$ cat src/sv/spq_pkg.sv
// Shared types and codes of the sorted priority queue.
package spq_pkg;

  localparam logic OP_ENQ = 1'b0;
  localparam logic OP_DEQ = 1'b1;

  localparam logic [1:0] ST_OK    = 2'd0;
  localparam logic [1:0] ST_EMPTY = 2'd1;
  localparam logic [1:0] ST_FULL  = 2'd2;

  localparam int VALUE_W = 32;
  localparam int PRIO_W  = 16;
  localparam int FILL_W  = 5;

  typedef struct packed {
    logic signed [VALUE_W-1:0] value;
    logic signed [PRIO_W-1:0]  prio;
  } entry_t;

  // Commands from the controller to the datapath.
  typedef struct packed {
    logic       load;       // capture the new item, set hole to the tail
    logic       rd_head;    // read the front entry
    logic       rd_scan;    // read the entry just before the hole
    logic       shift_wr;   // move the read entry into the hole, step hole back
    logic       ins_wr;     // write the new item into the hole, count up
    logic       deq_pop;    // drop the front entry, count down
    logic       res_en;     // emit a result item
    logic       res_mem;    // result value comes from the read entry
    logic [1:0] res_status;
  } cmd_t;

  // Status from the datapath to the controller.
  typedef struct packed {
    logic empty;
    logic full;
    logic hole_zero;
    logic rd_gt;            // read entry priority above the new one
  } stat_t;

endpackage

$ cat src/sv/spq_ctrl.sv
// Controller state machine of the sorted priority queue.
module spq_ctrl
  import spq_pkg::*;
(
  input  logic  clk,
  input  logic  rst,
  input  logic  start,
  input  logic  operation,
  input  stat_t stat,
  output cmd_t  cmd,
  output logic  busy
);

  localparam logic [1:0] S_IDLE    = 2'd0;
  localparam logic [1:0] S_ENQ_RD  = 2'd1;
  localparam logic [1:0] S_ENQ_CMP = 2'd2;
  localparam logic [1:0] S_DEQ_OUT = 2'd3;

  logic [1:0] state;
  logic [1:0] state_next;

  always_ff @(posedge clk) begin
    if (rst) begin
      state <= S_IDLE;
    end else begin
      state <= state_next;
    end
  end

  always_comb begin
    cmd        = '0;
    state_next = state;
    case (state)
      S_IDLE: begin
        if (start) begin
          cmd.load = 1'b1;
          if (operation == OP_ENQ) begin
            if (stat.full) begin
              cmd.res_en     = 1'b1;
              cmd.res_status = ST_FULL;
            end else begin
              state_next = S_ENQ_RD;
            end
          end else begin
            if (stat.empty) begin
              cmd.res_en     = 1'b1;
              cmd.res_status = ST_EMPTY;
            end else begin
              cmd.rd_head = 1'b1;
              state_next  = S_DEQ_OUT;
            end
          end
        end
      end
      S_ENQ_RD: begin
        if (stat.hole_zero) begin
          cmd.ins_wr     = 1'b1;
          cmd.res_en     = 1'b1;
          cmd.res_status = ST_OK;
          state_next     = S_IDLE;
        end else begin
          cmd.rd_scan = 1'b1;
          state_next  = S_ENQ_CMP;
        end
      end
      S_ENQ_CMP: begin
        if (stat.rd_gt) begin
          cmd.shift_wr = 1'b1;
          state_next   = S_ENQ_RD;
        end else begin
          cmd.ins_wr     = 1'b1;
          cmd.res_en     = 1'b1;
          cmd.res_status = ST_OK;
          state_next     = S_IDLE;
        end
      end
      S_DEQ_OUT: begin
        cmd.deq_pop    = 1'b1;
        cmd.res_en     = 1'b1;
        cmd.res_mem    = 1'b1;
        cmd.res_status = ST_OK;
        state_next     = S_IDLE;
      end
      default: begin
        state_next = S_IDLE;
      end
    endcase
  end

  assign busy = (state != S_IDLE);

endmodule

$ cat src/sv/spq_datapath.sv
// Entry memory, ring pointers and result register of the sorted priority queue.
module spq_datapath
  import spq_pkg::*;
#(
  parameter int DEPTH = 16
) (
  input  logic                      clk,
  input  logic                      rst,
  input  cmd_t                      cmd,
  input  logic signed [VALUE_W-1:0] value_in,
  input  logic signed [PRIO_W-1:0]  priority_in,
  output stat_t                     stat,
  output logic                      done,
  output logic signed [VALUE_W-1:0] value_out,
  output logic [1:0]                status,
  output logic [FILL_W-1:0]         fill_level
);

  localparam int AW = (DEPTH > 1) ? $clog2(DEPTH) : 1;
  localparam int CW = $clog2(DEPTH + 1);
  localparam logic [AW:0]   DEPTH_W = (AW+1)'(DEPTH);
  localparam logic [AW-1:0] LAST_A  = AW'(DEPTH - 1);
  localparam logic [CW-1:0] DEPTH_C = CW'(DEPTH);

  entry_t mem [DEPTH];
  entry_t rd_entry;
  entry_t new_entry;

  logic [AW-1:0] head;
  logic [AW-1:0] hole;
  logic [CW-1:0] count;
  logic [CW-1:0] count_next;
  logic [AW-1:0] raddr;
  logic [AW-1:0] waddr;
  logic          we;
  logic          re;
  entry_t        wdata;
  logic [31:0]   fill_ext;

  // Ring address of a logical position counted from the head.
  function automatic logic [AW-1:0] ring_addr(input logic [AW-1:0] base,
                                              input logic [AW-1:0] offs);
    logic [AW:0] sum;
    sum = {1'b0, base} + {1'b0, offs};
    if (sum >= DEPTH_W) begin
      sum = sum - DEPTH_W;
    end
    return sum[AW-1:0];
  endfunction

  assign re    = cmd.rd_head | cmd.rd_scan;
  assign raddr = cmd.rd_head ? head : ring_addr(head, hole - AW'(1));
  assign we    = cmd.shift_wr | cmd.ins_wr;
  assign waddr = ring_addr(head, hole);
  assign wdata = cmd.shift_wr ? rd_entry : new_entry;

  always_ff @(posedge clk) begin
    if (we) begin
      mem[waddr] <= wdata;
    end
  end

  always_ff @(posedge clk) begin
    if (re) begin
      rd_entry <= mem[raddr];
    end
  end

  always_comb begin
    count_next = count;
    if (cmd.ins_wr) begin
      count_next = count + CW'(1);
    end else if (cmd.deq_pop) begin
      count_next = count - CW'(1);
    end
  end

  always_ff @(posedge clk) begin
    if (rst) begin
      count <= '0;
      head  <= '0;
    end else begin
      count <= count_next;
      if (cmd.deq_pop) begin
        head <= (head == LAST_A) ? '0 : head + AW'(1);
      end
    end
  end

  // Hole walks from the tail toward the front while larger entries move back.
  always_ff @(posedge clk) begin
    if (cmd.load) begin
      new_entry.value <= value_in;
      new_entry.prio  <= priority_in;
      hole            <= count[AW-1:0];
    end else if (cmd.shift_wr) begin
      hole <= hole - AW'(1);
    end
  end

  assign fill_ext = 32'(count_next);

  always_ff @(posedge clk) begin
    if (rst) begin
      done <= 1'b0;
    end else begin
      done <= cmd.res_en;
    end
  end

  always_ff @(posedge clk) begin
    if (cmd.res_en) begin
      value_out  <= cmd.res_mem ? rd_entry.value : '0;
      status     <= cmd.res_status;
      fill_level <= fill_ext[FILL_W-1:0];
    end
  end

  assign stat.empty     = (count == '0);
  assign stat.full      = (count >= DEPTH_C);
  assign stat.hole_zero = (hole == '0);
  assign stat.rd_gt     = (rd_entry.prio > new_entry.prio);

`ifndef SYNTHESIS
  a_count_bound: assert property (@(posedge clk) disable iff (rst)
    count <= DEPTH_C)
    else $error("entry count above depth");
  a_ins_not_full: assert property (@(posedge clk) disable iff (rst)
    cmd.ins_wr |-> !stat.full)
    else $error("insert into a full store");
  a_shift_hole: assert property (@(posedge clk) disable iff (rst)
    cmd.shift_wr |-> !stat.hole_zero && $past(cmd.rd_scan))
    else $error("shift without a preceding scan read");
  a_pop_count: assert property (@(posedge clk) disable iff (rst)
    cmd.deq_pop |=> count == $past(count) - CW'(1))
    else $error("dequeue did not lower the count");
`endif

endmodule

$ cat src/sv/sorted_priority_queue.sv
// Top level of the sorted priority queue: controller plus datapath.
//
// Holds up to DEPTH entries (a signed 32-bit value and a signed 16-bit
// priority) in ascending priority order; a smaller number is served first and
// equal priorities leave first-in, first-out. Raise start with operation,
// value_in and priority_in while busy is low; the item is taken at that edge.
// Each item yields exactly one result, shown on value_out, status and
// fill_level for a single cycle while done is high. The receiver cannot stall
// it, so sample it on that cycle. A dequeue keeps busy high while it reads
// the front entry, and its result follows right after; a dequeue on an empty
// queue or an enqueue into a full one never raises busy and reports on the
// next cycle. An enqueue keeps busy high while it moves the stored entries of
// larger priority back one by one, and skips the last compare when it lands at
// the front, with the result on the cycle after busy falls. The insertion walk
// runs over the entry memory, one read and one write port, where each entry
// moved takes a read state and then a compare-and-write state. Entries live in
// a ring buffer, so a dequeue only advances the head pointer and lowers the
// count. The memory is not cleared at reset; only stored entries are ever read.
module sorted_priority_queue
  import spq_pkg::*;
#(
  parameter int DEPTH = 16
) (
  input  logic                      clk,
  input  logic                      rst,
  input  logic                      start,
  output logic                      busy,
  input  logic                      operation,
  input  logic signed [VALUE_W-1:0] value_in,
  input  logic signed [PRIO_W-1:0]  priority_in,
  output logic                      done,
  output logic signed [VALUE_W-1:0] value_out,
  output logic [1:0]                status,
  output logic [FILL_W-1:0]         fill_level
);

  cmd_t  cmd;
  stat_t stat;

  // Sequence each item: decide on full or empty, walk the hole, emit result.
  spq_ctrl u_ctrl (
    .clk       (clk),
    .rst       (rst),
    .start     (start),
    .operation (operation),
    .stat      (stat),
    .cmd       (cmd),
    .busy      (busy)
  );

  // Hold the entries, pointers and the result register.
  spq_datapath #(
    .DEPTH (DEPTH)
  ) u_datapath (
    .clk         (clk),
    .rst         (rst),
    .cmd         (cmd),
    .value_in    (value_in),
    .priority_in (priority_in),
    .stat        (stat),
    .done        (done),
    .value_out   (value_out),
    .status      (status),
    .fill_level  (fill_level)
  );

endmodule

$ cat config.mk
export PLATFORM = sky130hd
export DESIGN_NAME = sorted_priority_queue
export DESIGN_NICKNAME = d
export VERILOG_FILES = /design/src/sv/spq_pkg.sv /design/src/sv/spq_ctrl.sv /design/src/sv/spq_datapath.sv /design/src/sv/sorted_priority_queue.sv
export SDC_FILE = /design/constraint.sdc
export NUM_CORES = 1
export LEC_CHECK = 0
export BUFFER_PORTS_ARGS = -buffer_cell sky130_fd_sc_hd__buf_2
export CAP_MARGIN = 25
export CORE_MARGIN = 4
export CORE_UTILIZATION = 45
export DETAILED_ROUTE_END_ITERATION = 6
export SLEW_MARGIN = 20
export SYNTH_ARGS = -nofsm -noshare
export SYNTH_HDL_FRONTEND = slang
export SYNTH_SLANG_ARGS = --single-unit
$ cat constraint.sdc
create_clock -name clk -period 21 [get_ports clk]
set_clock_uncertainty 0.15 [all_clocks]
set_input_delay 2.1 -clock clk [delete_from_list [all_inputs] [get_ports clk]]
set_output_delay 2.1 -clock clk [all_outputs]
set_load 0.03 [all_outputs]
==> impl_metrics.csv <==
group,metric,value,unit
logic_synthesis,synth_area_per_cell,17.4,sq um
critical_path,regToRegSetupSlack,15.43,ns
logic_synthesis,async_flop_share,0,%
critical_path,crit_path_start_kind,"input pin",
critical_path,critical_path.endpoint_type,"flip-flop",
floorplanning,die-width,291,microns
power_and_ir_drop,vdd_drop_max,0.000306,V
worst_hold_path,hold_path_class,"reg -> reg",
detailed_routing,wl,84.4,mm
grt,grt_overflow,0,
floorplanning,die_h,291,microns
floorplanning,core_area,79000,sq um
floorplanning,floorplan.die_area,84400,sq um
clock_network,ctsHtreeMaxLevel,3,
grt,global_route.usage.total,19.8,%
timing,maxSlewViolCount,0,
logic_synthesis,post_synthesis_net_count,2154,
layout,num-nets-final,2290,
power_and_ir_drop,fin_total_pwr,6.82,mW
clock_network,cts.sink_count,919,
placed_design,dp_cells,3156,
critical_path,worst-setup-path-type,"in -> reg",
timing,timing.final.setup_violations,0,
floorplanning,floorplan.initialDensity,45.5,%
placed_design,detailedPlacementHpwl,42.1,mm
layout,layout-drive-gt1-share,19.8,%
placed_design,port_buffers,92,
timing,tightest_slew,1.06,ns
clock_network,tritoncts,"yes",
clock_network,clock_path_buffers,3,
grt,grt_antenna_before_repair,4,
power_and_ir_drop,power.density_cell_area,167,nW/um^2
detailed_routing,antenna_violating_nets_post_route,0,
job,max_cap_violations,0,
logic_synthesis,synth-seq-area-share,76.5,%
grt,largest_net_degree_at_the_start_of_global_routing,131,
worst_hold_path,min_to,"u_datapath.value_out[26]$_SDFFCE_PN0P_",
layout,mostFrequentLayoutCell,"sky130_fd_sc_hd__edfxtp_1",
floorplanning,rows,103,
placed_design,gpl.final_weighted_congestion,0.760,
floorplanning,floorplan.io_pins,93,
logic_synthesis,ys_ff_latch,919,
detailed_routing,post_drt_via_cell_ratio,5.68,
timing,timing.final.hold_violations,0,
clock_network,postCtsResizedCells,0,
logic_synthesis,netlist_area,35900,sq um
power_and_ir_drop,power_leakage,13.6,nW
timing,relSlewSlack,29.2,%
layout,growth_of_design_area_from_synthesis_to_finish,13.3,%
worst_hold_path,holdCritStartpoint,"u_datapath.rd_entry[42]$_DFFE_PP_",
critical_path,cp_data_arrival_time,6.70,ns
critical_path,cp.required,21.24,ns
layout,antennaDiodeCount,0,
clock_network,insertion_delay,0.65,ns
timing,fin_crit,6.46,ns
timing,tns,0,ns
timing,rsz0062_at_grt,"false",
layout,mostFrequentLayoutCells,"sky130_fd_sc_hd__edfxtp_1 (907), sky130_fd_sc_hd__nand2_1 (364), sky130_fd_sc_hd__nand3_1 (98)",
worst_hold_path,holdPathStages,1,
grt,first_global_vias,19200,
clock_network,ctsRootBufferMaster,"sky130_fd_sc_hd__clkbuf_16",
detailed_routing,drt_first_iter_violations,1907,
clock_network,tritoncts.num_buffers,94,
detailed_routing,drt-wirelength-per-cell,25.3,microns
layout,final_core_utilization,51.5,%
logic_synthesis,synth.lib_cells_used.distinct,50,
clock_network,worst_setup_hold_path_clk_slew,0.06,ns
timing,timing.final.crit_share,30.7,%
critical_path,reg2regPathDepth,11,
critical_path,r2r-start,"u_ctrl.state[0]$_SDFFE_PP0P_",
critical_path,cp-startpoint,"start",
clock_network,post_cts.repair.setup_buffers,0,
logic_synthesis,syn-instance-count,2069,
status,run_status,"complete, no violations",
timing,max_frequency,155,MHz
detailed_routing,drc,0,
logic_synthesis,ys_dominant_reg_cell,"sky130_fd_sc_hd__edfxtp_1",
logic_synthesis,synth_enable_flop_cells,907,
layout,final.fill_count,6333,
grt,grt_pass1_wl,125,mm
detailed_routing,via_count,18900,
layout,finish.cell_count_without_fillers,3335,
clock_network,hold_buffers,0,
detailed_routing,first_pass_iters,5,
logic_synthesis,synth_warnings,0,
critical_path,worst-path-max-fanout,130,
critical_path,timing.rr.end,"u_datapath.rd_entry[4]$_DFFE_PP_",
-- power breakdown --
part           internal [mW]  switching, mW
sequential              2.50         0.0814
combinational          0.855           1.75
clock                  0.932          0.693
total                   4.29           2.53
-- worst max path at each step --
stage / to / cells after the start / slack [ns]
after floorplan: u_datapath.mem[0][0]$_DFFE_PP_ / 7 / 13.60
after global placement: u_datapath.rd_entry[0]$_DFFE_PP_ / 10 / 13.81
after detailed placement: u_datapath.rd_entry[39]$_DFFE_PP_ / 10 / 13.60
after CTS: u_datapath.rd_entry[0]$_DFFE_PP_ / 10 / 14.29
after global routing: u_datapath.rd_entry[3]$_DFFE_PP_ / 10 / 14.22
final: u_datapath.rd_entry[4]$_DFFE_PP_ / 10 / 14.54
-- layer usage --
layer	vias to the layer above	global-route usage, %	share of wire [%]
met1	9803	28.2	44
met2	644	32.4	48
met3	139	3.11	6.2
met5	-	0	0
met4	0	4.98	2.3
li1	8348	-	-
-- metrics by stage --
stage,hold slack (ns),instance area (sq um),setup WS [ns]
2_1_floorplan,0.359,35900,13.60
3_3_place_gp,0.382,37600,13.81
3_5_place_dp,0.383,37600,13.60
4_1_cts,0.397,40700,14.29
5_1_grt,0.420,40700,14.22
6_report,0.396,40700,14.54
-- cell type report --
cell class | count | area, sq um | area share [%]
sequential | 919 | 27500 | 67.5
multi-input combinational | 1010 | 7840 | 19.3
clock buffer | 109 | 2430 | 5.97
tap | 1050 | 1310 | 3.23
timing repair buffer | 151 | 952 | 2.34
clock inverter | 67 | 583 | 1.43
inverter | 29 | 109 | 0.267
-- flip-flops by register name (all words and copies together) (netlist names) --
signal / flops
u_datapath.count: 5
u_datapath.done: 1
u_datapath.status: 2
u_datapath.mem: 768
u_ctrl.state: 2
u_datapath.head: 4
u_datapath.new_entry: 48
u_datapath.fill_level: 5
u_datapath.rd_entry: 48
u_datapath.hole: 4
u_datapath.value_out: 32
-- cell usage after synthesis (3+ instances only) --
cell	count	area [sq um]
sky130_fd_sc_hd__edfxtp_1	907	27200
sky130_fd_sc_hd__nand2_1	365	1370
sky130_fd_sc_hd__nand3_1	98	490
sky130_fd_sc_hd__mux4_2	96	2160
sky130_fd_sc_hd__mux2i_1	57	571
sky130_fd_sc_hd__nand4_1	51	319
sky130_fd_sc_hd__a32oi_1	50	438
sky130_fd_sc_hd__a22oi_1	47	353
sky130_fd_sc_hd__mux2_2	39	439
sky130_fd_sc_hd__clkbuf_1	37	139
sky130_fd_sc_hd__nor2_1	34	128
sky130_fd_sc_hd__and2_1	33	206
sky130_fd_sc_hd__ha_1	31	388
sky130_fd_sc_hd__buf_2	30	150
sky130_fd_sc_hd__inv_1	29	109
sky130_fd_sc_hd__buf_4	26	195
sky130_fd_sc_hd__o21ai_0	19	95.1
sky130_fd_sc_hd__a21oi_1	18	90.1
sky130_fd_sc_hd__dfxtp_1	12	240
sky130_fd_sc_hd__nor3_1	8	40.0
sky130_fd_sc_hd__nor4_1	8	50.1
sky130_fd_sc_hd__xnor2_1	7	61.3
sky130_fd_sc_hd__buf_8	6	90.1
sky130_fd_sc_hd__xor2_1	6	52.6
sky130_fd_sc_hd__buf_1	5	18.8
sky130_fd_sc_hd__nor2b_1	5	31.3
sky130_fd_sc_hd__buf_6	4	45.0
sky130_fd_sc_hd__nand2b_1	4	25.0
sky130_fd_sc_hd__and3_1	3	18.8
sky130_fd_sc_hd__buf_12	3	60.1
sky130_fd_sc_hd__o211ai_1	3	22.5
sky130_fd_sc_hd__o21a_1	3	22.5
sky130_fd_sc_hd__or3_1	3	18.8
-- cell families after synthesis --
kind of cell	after synthesis	share of synthesized area, %
xor+xnor	13	0.317
flops	919	76.5
compound gates	152	3.16
simple gates	617	7.68
fa+ha+maj	33	1.19
buf+inv	140	2.25
mux	195	8.93
-- critical path: stages --
cell                      delay, ns
sky130_fd_sc_hd__buf_2         0.10
sky130_fd_sc_hd__nand2_1       0.22
sky130_fd_sc_hd__nor3b_2       0.81
sky130_fd_sc_hd__mux2i_4       0.35
sky130_fd_sc_hd__buf_4         0.65
sky130_fd_sc_hd__buf_12        0.67
sky130_fd_sc_hd__buf_6         0.69
sky130_fd_sc_hd__mux4_2        0.59
sky130_fd_sc_hd__a22oi_1       0.20
sky130_fd_sc_hd__nand2_1       0.07
No activity file was read; power rests on OpenSTA's default activity.
